## src/hdl/c8dx_pkg.sv

```systemverilog
// Shared types and opcode field codes for the 8-bit decode/execute unit.
package c8dx_pkg;

  typedef struct packed {
    logic [7:0] a;
    logic [7:0] x;
    logic [7:0] y;
    logic [7:0] sp;
    logic [7:0] p;
  } regs_t;

  typedef struct packed {
    logic [7:0] wd;
    logic       we;
    logic [7:0] pd;
    logic       pe;
    logic       br;
    logic       bad;
  } effects_t;

  localparam regs_t REGS_RESET = '{a: 8'h00, x: 8'h00, y: 8'h00, sp: 8'hFD, p: 8'h24};

  // status bit positions, NV1BDIZC
  localparam logic [2:0] PB_C = 3'd0;
  localparam logic [2:0] PB_Z = 3'd1;
  localparam logic [2:0] PB_I = 3'd2;
  localparam logic [2:0] PB_D = 3'd3;
  localparam logic [2:0] PB_B = 3'd4;
  localparam logic [2:0] PB_U = 3'd5;
  localparam logic [2:0] PB_V = 3'd6;
  localparam logic [2:0] PB_N = 3'd7;

  // cc groups
  localparam logic [1:0] CC_CTL = 2'd0;
  localparam logic [1:0] CC_ALU = 2'd1;
  localparam logic [1:0] CC_RMW = 2'd2;

  // bbb addressing codes
  localparam logic [2:0] BBB_IMM    = 3'd0;
  localparam logic [2:0] BBB_ZP     = 3'd1;
  localparam logic [2:0] BBB_IMP    = 3'd2;
  localparam logic [2:0] BBB_ABS    = 3'd3;
  localparam logic [2:0] BBB_BRANCH = 3'd4;
  localparam logic [2:0] BBB_ZPX    = 3'd5;
  localparam logic [2:0] BBB_FLAG   = 3'd6;

  // aaa codes, cc = 1
  localparam logic [2:0] ALU_ORA = 3'd0;
  localparam logic [2:0] ALU_AND = 3'd1;
  localparam logic [2:0] ALU_EOR = 3'd2;
  localparam logic [2:0] ALU_ADC = 3'd3;
  localparam logic [2:0] ALU_STA = 3'd4;
  localparam logic [2:0] ALU_LDA = 3'd5;
  localparam logic [2:0] ALU_CMP = 3'd6;
  localparam logic [2:0] ALU_SBC = 3'd7;

  // aaa codes, cc = 2
  localparam logic [2:0] RMW_ASL = 3'd0;
  localparam logic [2:0] RMW_ROL = 3'd1;
  localparam logic [2:0] RMW_LSR = 3'd2;
  localparam logic [2:0] RMW_ROR = 3'd3;
  localparam logic [2:0] RMW_STX = 3'd4;
  localparam logic [2:0] RMW_LDX = 3'd5;
  localparam logic [2:0] RMW_DEC = 3'd6;
  localparam logic [2:0] RMW_INC = 3'd7;

  // aaa codes, cc = 0, implied stack/index group
  localparam logic [2:0] IMP_PHP = 3'd0;
  localparam logic [2:0] IMP_PLP = 3'd1;
  localparam logic [2:0] IMP_PHA = 3'd2;
  localparam logic [2:0] IMP_PLA = 3'd3;
  localparam logic [2:0] IMP_DEY = 3'd4;
  localparam logic [2:0] IMP_TAY = 3'd5;
  localparam logic [2:0] IMP_INY = 3'd6;
  localparam logic [2:0] IMP_INX = 3'd7;

  // aaa codes, cc = 0, flag group
  localparam logic [2:0] FLG_CLC = 3'd0;
  localparam logic [2:0] FLG_SEC = 3'd1;
  localparam logic [2:0] FLG_CLI = 3'd2;
  localparam logic [2:0] FLG_SEI = 3'd3;
  localparam logic [2:0] FLG_TYA = 3'd4;
  localparam logic [2:0] FLG_CLV = 3'd5;
  localparam logic [2:0] FLG_CLD = 3'd6;
  localparam logic [2:0] FLG_SED = 3'd7;

  // aaa codes, cc = 0, memory group
  localparam logic [2:0] CTL_BIT = 3'd1;
  localparam logic [2:0] CTL_STY = 3'd4;
  localparam logic [2:0] CTL_LDY = 3'd5;
  localparam logic [2:0] CTL_CPY = 3'd6;
  localparam logic [2:0] CTL_CPX = 3'd7;

  // branch flag selector, aaa[2:1]
  localparam logic [1:0] BRS_N = 2'd0;
  localparam logic [1:0] BRS_V = 2'd1;
  localparam logic [1:0] BRS_C = 2'd2;

endpackage

```

## src/hdl/c8dx_exec.sv

```systemverilog
// Opcode decode and combinational execute on the register file.
module c8dx_exec (
  input  logic [7:0]        op_i,
  input  logic [7:0]        opd_i,
  input  logic [7:0]        sb_i,
  input  c8dx_pkg::regs_t    regs_i,
  output c8dx_pkg::regs_t    regs_o,
  output c8dx_pkg::effects_t eff_o
);
  import c8dx_pkg::*;

  function automatic logic [7:0] set_zn(input logic [7:0] p, input logic [7:0] v);
    logic [7:0] r;
    r       = p;
    r[PB_Z] = (v == 8'h00);
    r[PB_N] = v[7];
    return r;
  endfunction

  function automatic logic [7:0] cmp_flags(input logic [7:0] p, input logic [7:0] r,
                                           input logic [7:0] m);
    logic [8:0] diff;
    logic [7:0] q;
    diff    = {1'b0, r} - {1'b0, m};
    q       = set_zn(p, diff[7:0]);
    q[PB_C] = ~diff[8];
    return q;
  endfunction

  // returns {carry out, result}
  function automatic logic [8:0] shifter(input logic [2:0] kind, input logic [7:0] v,
                                         input logic cin);
    logic [8:0] r;
    case (kind)
      RMW_ASL: r = {v[7], v[6:0], 1'b0};
      RMW_ROL: r = {v[7], v[6:0], cin};
      RMW_LSR: r = {v[0], 1'b0, v[7:1]};
      RMW_ROR: r = {v[0], cin, v[7:1]};
      default: r = {1'b0, v};
    endcase
    return r;
  endfunction

  logic [2:0] aaa;
  logic [2:0] bbb;
  logic [1:0] cc;
  logic       memmode;
  logic [7:0] am;
  logic [8:0] sum;
  logic       ovf;
  logic [8:0] sh_m;
  logic [8:0] sh_a;
  logic [7:0] incdec;
  logic       bflag;
  regs_t      r;
  effects_t   e;

  assign aaa     = op_i[7:5];
  assign bbb     = op_i[4:2];
  assign cc      = op_i[1:0];
  assign memmode = bbb[0];

  assign am     = (aaa == ALU_SBC) ? ~opd_i : opd_i;
  assign sum    = {1'b0, regs_i.a} + {1'b0, am} + {8'd0, regs_i.p[PB_C]};
  assign ovf    = ~(regs_i.a[7] ^ am[7]) & (regs_i.a[7] ^ sum[7]);
  assign sh_m   = shifter(aaa, opd_i, regs_i.p[PB_C]);
  assign sh_a   = shifter(aaa, regs_i.a, regs_i.p[PB_C]);
  assign incdec = (aaa == RMW_DEC) ? opd_i - 8'd1 : opd_i + 8'd1;

  always_comb begin
    case (aaa[2:1])
      BRS_N:   bflag = regs_i.p[PB_N];
      BRS_V:   bflag = regs_i.p[PB_V];
      BRS_C:   bflag = regs_i.p[PB_C];
      default: bflag = regs_i.p[PB_Z];
    endcase
  end

  always_comb begin
    r = regs_i;
    e = '0;
    case (cc)
      CC_ALU: begin
        case (aaa)
          ALU_ORA: begin
            r.a = regs_i.a | opd_i;
            r.p = set_zn(regs_i.p, r.a);
          end
          ALU_AND: begin
            r.a = regs_i.a & opd_i;
            r.p = set_zn(regs_i.p, r.a);
          end
          ALU_EOR: begin
            r.a = regs_i.a ^ opd_i;
            r.p = set_zn(regs_i.p, r.a);
          end
          ALU_ADC, ALU_SBC: begin
            r.a       = sum[7:0];
            r.p       = set_zn(regs_i.p, sum[7:0]);
            r.p[PB_C] = sum[8];
            r.p[PB_V] = ovf;
          end
          ALU_STA: begin
            if (bbb == BBB_IMP) begin
              e.bad = 1'b1;
            end else begin
              e.wd = regs_i.a;
              e.we = 1'b1;
            end
          end
          ALU_LDA: begin
            r.a = opd_i;
            r.p = set_zn(regs_i.p, opd_i);
          end
          ALU_CMP: r.p = cmp_flags(regs_i.p, regs_i.a, opd_i);
          default: e.bad = 1'b1;
        endcase
      end
      CC_RMW: begin
        case (aaa)
          RMW_ASL, RMW_ROL, RMW_LSR, RMW_ROR: begin
            if (memmode) begin
              e.wd      = sh_m[7:0];
              e.we      = 1'b1;
              r.p       = set_zn(regs_i.p, sh_m[7:0]);
              r.p[PB_C] = sh_m[8];
            end else if (bbb == BBB_IMP) begin
              r.a       = sh_a[7:0];
              r.p       = set_zn(regs_i.p, sh_a[7:0]);
              r.p[PB_C] = sh_a[8];
            end else begin
              e.bad = 1'b1;
            end
          end
          RMW_STX: begin
            if (bbb inside {BBB_ZP, BBB_ABS, BBB_ZPX}) begin
              e.wd = regs_i.x;
              e.we = 1'b1;
            end else if (bbb == BBB_IMP) begin
              r.a = regs_i.x;
              r.p = set_zn(regs_i.p, regs_i.x);
            end else if (bbb == BBB_FLAG) begin
              r.sp = regs_i.x;
            end else begin
              e.bad = 1'b1;
            end
          end
          RMW_LDX: begin
            if (bbb == BBB_IMM || memmode) begin
              r.x = opd_i;
              r.p = set_zn(regs_i.p, opd_i);
            end else if (bbb == BBB_IMP) begin
              r.x = regs_i.a;
              r.p = set_zn(regs_i.p, regs_i.a);
            end else if (bbb == BBB_FLAG) begin
              r.x = regs_i.sp;
              r.p = set_zn(regs_i.p, regs_i.sp);
            end else begin
              e.bad = 1'b1;
            end
          end
          default: begin
            if (memmode) begin
              e.wd = incdec;
              e.we = 1'b1;
              r.p  = set_zn(regs_i.p, incdec);
            end else if (bbb == BBB_IMP) begin
              if (aaa == RMW_DEC) begin
                r.x = regs_i.x - 8'd1;
                r.p = set_zn(regs_i.p, r.x);
              end
            end else begin
              e.bad = 1'b1;
            end
          end
        endcase
      end
      CC_CTL: begin
        if (bbb == BBB_BRANCH) begin
          e.br = (bflag == aaa[0]);
        end else if (bbb == BBB_IMP) begin
          case (aaa)
            IMP_PHP: begin
              e.pd       = regs_i.p;
              e.pd[PB_B] = 1'b1;
              e.pd[PB_U] = 1'b1;
              e.pe       = 1'b1;
              r.sp       = regs_i.sp - 8'd1;
            end
            IMP_PLP: begin
              r.p       = sb_i;
              r.p[PB_B] = 1'b0;
              r.p[PB_U] = 1'b1;
              r.sp      = regs_i.sp + 8'd1;
            end
            IMP_PHA: begin
              e.pd = regs_i.a;
              e.pe = 1'b1;
              r.sp = regs_i.sp - 8'd1;
            end
            IMP_PLA: begin
              r.a  = sb_i;
              r.p  = set_zn(regs_i.p, sb_i);
              r.sp = regs_i.sp + 8'd1;
            end
            IMP_DEY: begin
              r.y = regs_i.y - 8'd1;
              r.p = set_zn(regs_i.p, r.y);
            end
            IMP_TAY: begin
              r.y = regs_i.a;
              r.p = set_zn(regs_i.p, regs_i.a);
            end
            IMP_INY: begin
              r.y = regs_i.y + 8'd1;
              r.p = set_zn(regs_i.p, r.y);
            end
            default: begin
              r.x = regs_i.x + 8'd1;
              r.p = set_zn(regs_i.p, r.x);
            end
          endcase
        end else if (bbb == BBB_FLAG) begin
          case (aaa)
            FLG_CLC: r.p[PB_C] = 1'b0;
            FLG_SEC: r.p[PB_C] = 1'b1;
            FLG_CLI: r.p[PB_I] = 1'b0;
            FLG_SEI: r.p[PB_I] = 1'b1;
            FLG_TYA: begin
              r.a = regs_i.y;
              r.p = set_zn(regs_i.p, regs_i.y);
            end
            FLG_CLV: r.p[PB_V] = 1'b0;
            FLG_CLD: r.p[PB_D] = 1'b0;
            default: r.p[PB_D] = 1'b1;
          endcase
        end else if (aaa == CTL_BIT && (bbb == BBB_ZP || bbb == BBB_ABS)) begin
          r.p[PB_Z] = ((regs_i.a & opd_i) == 8'h00);
          r.p[PB_V] = opd_i[6];
          r.p[PB_N] = opd_i[7];
        end else if (aaa == CTL_STY && (bbb inside {BBB_ZP, BBB_ABS, BBB_ZPX})) begin
          e.wd = regs_i.y;
          e.we = 1'b1;
        end else if (aaa == CTL_LDY && (bbb == BBB_IMM || memmode)) begin
          r.y = opd_i;
          r.p = set_zn(regs_i.p, opd_i);
        end else if (aaa == CTL_CPY && (bbb inside {BBB_IMM, BBB_ZP, BBB_ABS})) begin
          r.p = cmp_flags(regs_i.p, regs_i.y, opd_i);
        end else if (aaa == CTL_CPX && (bbb inside {BBB_IMM, BBB_ZP, BBB_ABS})) begin
          r.p = cmp_flags(regs_i.p, regs_i.x, opd_i);
        end else begin
          e.bad = 1'b1;
        end
      end
      default: e.bad = 1'b1;
    endcase
  end

  assign regs_o = r;
  assign eff_o  = e;

endmodule

```

## src/hdl/cpu_8bit_decode_execute_unit.sv

```systemverilog
// Top level of the 8-bit decode/execute unit with stream handshakes.
// Executes one official 6502 opcode per request on the kept A, X, Y, SP and
// status registers (binary ADC/SBC only; BRK, JSR, RTI, RTS and JMP report
// unsupported with state unchanged). A request is taken every cycle when the
// result side keeps up. It is held in the input register while the execute
// logic works on it; its result is then loaded into the result register and
// presented from there. The sustained rate of one request per cycle is set
// by the register file feedback through the combinational execute path.
// While a result is stalled the input register takes one more request and
// then holds it until the result is taken. Register outputs show the state
// after the request whose result is presented.
module cpu_8bit_decode_execute_unit (
  input  logic        clk_i,
  input  logic        rst_ni,
  input  logic        s_axis_tvalid,
  output logic        s_axis_tready,
  input  logic [15:0] s_axis_tdata,  // operand[7:0], stack_byte[15:8]
  input  logic [7:0]  s_axis_tuser,  // req_type[7:0]
  output logic        m_axis_tvalid,
  input  logic        m_axis_tready,
  output logic [63:0] m_axis_tdata,  // write_data[7:0], write_enable[8], push_data[16:9],
                                     // push_enable[17], branch_taken[18], acc_out[26:19],
                                     // xreg_out[34:27], yreg_out[42:35], sp_out[50:43],
                                     // status_out[58:51], zero[63:59]
  output logic        m_axis_tuser   // unsupported[0]
);
  import c8dx_pkg::*;

  logic       in_vld_q;
  logic [7:0] op_q;
  logic [7:0] opd_q;
  logic [7:0] sb_q;
  logic       out_vld_q;
  effects_t   eff_q;
  effects_t   eff_d;
  regs_t      regs_q;
  regs_t      regs_d;
  logic       advance;

  assign advance       = in_vld_q && (!out_vld_q || m_axis_tready);
  assign s_axis_tready = !in_vld_q || advance;

  always_ff @(posedge clk_i or negedge rst_ni) begin
    if (!rst_ni) begin
      in_vld_q <= 1'b0;
    end else if (s_axis_tready) begin
      in_vld_q <= s_axis_tvalid;
    end
  end

  always_ff @(posedge clk_i) begin
    if (s_axis_tvalid && s_axis_tready) begin
      op_q  <= s_axis_tuser;
      opd_q <= s_axis_tdata[7:0];
      sb_q  <= s_axis_tdata[15:8];
    end
  end

  c8dx_exec u_exec (
    .op_i   (op_q),
    .opd_i  (opd_q),
    .sb_i   (sb_q),
    .regs_i (regs_q),
    .regs_o (regs_d),
    .eff_o  (eff_d)
  );

  always_ff @(posedge clk_i or negedge rst_ni) begin
    if (!rst_ni) begin
      regs_q    <= REGS_RESET;
      out_vld_q <= 1'b0;
    end else if (advance) begin
      regs_q    <= regs_d;
      out_vld_q <= 1'b1;
    end else if (m_axis_tready) begin
      out_vld_q <= 1'b0;
    end
  end

  always_ff @(posedge clk_i) begin
    if (advance) begin
      eff_q <= eff_d;
    end
  end

  assign m_axis_tvalid = out_vld_q;
  assign m_axis_tdata  = {5'd0, regs_q.p, regs_q.sp, regs_q.y, regs_q.x, regs_q.a,
                          eff_q.br, eff_q.pe, eff_q.pd, eff_q.we, eff_q.wd};
  assign m_axis_tuser  = eff_q.bad;

endmodule

```

## config.mk

```make
export PLATFORM = sky130hd
export DESIGN_NAME = cpu_8bit_decode_execute_unit
export DESIGN_NICKNAME = d
export VERILOG_FILES = /design/src/hdl/c8dx_pkg.sv /design/src/hdl/c8dx_exec.sv /design/src/hdl/cpu_8bit_decode_execute_unit.sv
export SDC_FILE = /design/constraint.sdc
export NUM_CORES = 1
export LEC_CHECK = 0
export BUFFER_PORTS_ARGS = -buffer_cell sky130_fd_sc_hd__buf_2
export CORE_ASPECT_RATIO = 0.8
export CORE_UTILIZATION = 61
export DETAILED_ROUTE_END_ITERATION = 10
export PLACE_DENSITY = 0.85
export SYNTH_ARGS = -nofsm -noshare
export SYNTH_HDL_FRONTEND = slang
export SYNTH_SLANG_ARGS = --single-unit
```

## constraint.sdc

```tcl
create_clock -name clk_i -period 4.9 [get_ports clk_i]
set_input_delay 0 -clock clk_i [delete_from_list [all_inputs] [get_ports clk_i]]
set_output_delay 0 -clock clk_i [all_outputs]
set_load 0.1 [all_outputs]
```

==> results.py <==
metrics = {
    "clock_network": {
        "cts-buffers-inserted": 9,
        "clk_pin_slew_worst_paths_ps": 70,
        "htree_levels": 3,
        "cts.path.max_buffers": 2,
        "hold_fix_buffers_cts": 28,
        "worstSkewPairLatency_ps": 370,
        "cts.repair.resized": 0,
        "cts_tree": "done",
        "clock_sink_count": 85,
        "postCtsSetupBuffers": 0,
        "clock_tree.root_cell": "sky130_fd_sc_hd__clkbuf_16",
    },
    "worst_setup_path": {
        "crit_required_ps": 5110,
        "worst_ep_arrival_time_ps": 4090,
        "reg2reg_setup_slack_ps": 1020,
        "critPathLaunchType": "register",
        "timing.critical_path.fanout_max": 29,
        "critical_path.reg2reg.endpoint": "m_axis_tdata[7]",
        "endpoint_class_of_the_critical_path": "register",
        "regToRegStartpoint": "op_q[5]",
        "r2r.worst_path.cells": 13,
        "crit_path_kind": "register to register",
    },
    "power_and_ir_drop": {
        "vdd_ir_max_mv": 0.5521,
        "power.density_cell_area_nw_per_um2": 571.5,
        "cellLeakagePower_nw": 4.095,
        "total_power_mw": 5.674,
    },
    "timing": {
        "maxClockFrequency_mhz": 257.5,
        "maxSlewViolCount": 0,
        "slew_headroom_pct": 18.04,
        "period_minus_ws_final_ps": 3883,
        "setup_slack_ps": 1017,
        "clock-skew-final_ps": 5.003,
        "timing_hold_violations_final": 0,
        "timing.final.setup_violations": 0,
        "setup_repair_after_global_routing_missed_its_margin": "no",
        "min_period_over_period_pct": 79.25,
        "tightest_slew_ps": 1229,
        "final_tns_setup_ps": 0,
    },
    "floorplanning": {
        "fp.coreArea_um2": 14250,
        "start_util_pct": 62.22,
        "fp.dieArea_um2": 15020,
        "core.rowCount": 39,
        "die_w_um": 136.8,
        "chipHeight_um": 109.8,
        "pin_count": 95,
    },
    "flow_run": {
        "maxCapViolCount": 0,
    },
    "routing": {
        "drt_first_iter_violations": 1639,
        "drtAntennaViolNets": 0,
        "route.detailed.wl_per_inst_um": 26.40,
        "num_vias": 9893,
        "vias_per_cell": 7.328,
        "drt_pass_1_iters": 9,
        "drc": 0,
        "wl_mm": 35.64,
    },
    "grt": {
        "largest_net_degree_at_the_start_of_global_routing": 54,
        "grtUsageTotal_pct": 47.94,
        "antenna_found_initial": 2,
        "first_pass_grt_wire_length_mm": 52.12,
        "globalRouteOverflowTotal": 0,
        "grt_pass1_vias": 8756,
    },
    "cells_and_area": {
        "fin_nets": 1269,
        "final.fill_count": 1154,
        "syn_to_final_growth_pct": 11.98,
        "n_antenna_cell": 0,
        "layout_common_cells": "sky130_fd_sc_hd__a21oi_1 (103), sky130_fd_sc_hd__nand2_1 (91), sky130_fd_sc_hd__nor2_1 (91), sky130_fd_sc_hd__buf_2 (88), sky130_fd_sc_hd__ha_1 (75)",
        "most_common_cell_after_layout_fill_and_taps_aside": "sky130_fd_sc_hd__a21oi_1",
        "drive_above_1_share_pct": 14.58,
    },
    "synthesis": {
        "synth_area_per_cell_um2": 8.112,
        "cell_area_synth_um2": 8866,
        "syn-instance-count": 1093,
        "yosysSeqAreaShare_pct": 26.60,
        "synthArstFlopShare_pct": 48.24,
        "synth_enable_flop_cells": 44,
        "synth.distinct_cells": 86,
        "synth.ff_latch_count": 85,
        "dominantRegCellSynth": "sky130_fd_sc_hd__edfxtp_1",
        "yosys_warnings": 0,
    },
    "placed_design": {
        "buffer_ports.inserted": 88,
        "dpl.hpwl_mm": 24.40,
        "place_ws_ps": 1254,
        "last_weighted_congestion_value_of_the_routability_driven_placer": 1.067,
    },
    "outcome": {
        "run_status": "completed",
    },
    "hold_path": {
        "hold_path_class": "primary input to asynchronous set/reset pin",
    },
}
cells by family after synthesis:
| kind of cell | share of synthesized area, % |
|---|---|
| AND/OR/NAND/NOR | 18.43 |
| AO/OA/AOI/OAI | 27.15 |
| flip-flops | 26.60 |
| other | 0.04230 |
| multiplexers | 3.641 |
| adder cells (fa/ha/maj) | 11.83 |
| buffers and inverters | 6.774 |
| XOR/XNOR | 5.532 |
through the flow:
step,hold WS (ps),instances,cell area [um2],utilization [%]
after floorplan,-295.6,1098,8885,-
after global placement,132.2,1306,9364,65.72
after detailed placement,133.3,1306,9364,65.72
after CTS,284.4,1350,9928,69.68
after global routing,348.8,1350,9928,69.68
final,263.0,1350,9928,69.68
how the worst max path moves through the flow:
stage | slack (ps) | cells after the start | startpoint | endpoint
floorplan | 1490 | 15 | op_q[6] | m_axis_tdata[52]
global placement | 1290 | 13 | op_q[5] | m_axis_tdata[7]
detailed placement | 1250 | 13 | op_q[5] | m_axis_tdata[7]
CTS | 1200 | 13 | op_q[5] | m_axis_tdata[7]
global route | 850 | 13 | op_q[5] | m_axis_tdata[7]
finish | 1020 | 13 | op_q[5] | m_axis_tdata[7]
synth_stat cells (all sizes together), types with 13 or more instances:
library cell  count  area (um2)
edfxtp           44        1321
nand3            31       167.7
ha               75       938.4
a31oi            14       87.58
inv              48       180.2
a221oi           19       166.4
nor3             22       110.1
clkbuf           47       176.4
o22ai            26       162.7
buf              47       240.2
a211oi           16       130.1
nand2b           13       81.33
mux2i            21       210.2
nor4             13       87.58
o21ai            78       390.4
nand2            91       341.6
and3             13       81.33
a21oi           103       515.5
dfrtp            32       800.8
nor2             94       360.3
xor2             13       113.9
xnor2            43       376.6
layout make-up:
type | instances | area [um2] | share of cell area (%)
clock buffers | 10 | 229.0 | 2.306
well taps | 184 | 230.2 | 2.319
inverters | 49 | 183.9 | 1.853
flip-flops and latches | 85 | 2359 | 23.76
clock inverters | 6 | 55.05 | 0.5545
repair buffers | 146 | 945.9 | 9.527
multi-input cells | 870 | 5926 | 59.68
metal layers:
metal,share of wire (%),global-route usage (%),wire length (um),up-vias
met2,39,67.98,14000,918
met3,17,20.84,6146,238
li1,-,-,-,4196
met4,7.1,25.35,2526,4
met1,36,61.29,12940,4537
met5,0.065,0,23,-
registers in the layout, summed over array words and instances (netlist names):
name	count
m_axis_tuser	1
op_q	8
sb_q	8
opd_q	8
in_vld_q	1
m_axis_tdata	58
m_axis_tvalid	1
worst max-delay path, stage by stage (launching register included):
cell                       delay [ps]
sky130_fd_sc_hd__edfxtp_1         350
sky130_fd_sc_hd__buf_4            360
sky130_fd_sc_hd__inv_2            260
sky130_fd_sc_hd__nand3_1          180
sky130_fd_sc_hd__clkinv_1         480
sky130_fd_sc_hd__ha_1             550
sky130_fd_sc_hd__a211oi_1         300
sky130_fd_sc_hd__o21ai_0          180
sky130_fd_sc_hd__a21oi_1          170
sky130_fd_sc_hd__o21bai_1         100
sky130_fd_sc_hd__xnor2_1          220
sky130_fd_sc_hd__a21oi_1           90
sky130_fd_sc_hd__or3_1            320
sky130_fd_sc_hd__a21oi_1          150
report_power, final:
group / total (mW) / switching [mW] / internal, mW
logic: 3.57 / 2.52 / 1.05
clock network: 0.696 / 0.341 / 0.354
registers: 1.41 / 0.485 / 0.925
Note: power is estimated with default switching activity, not from simulation.
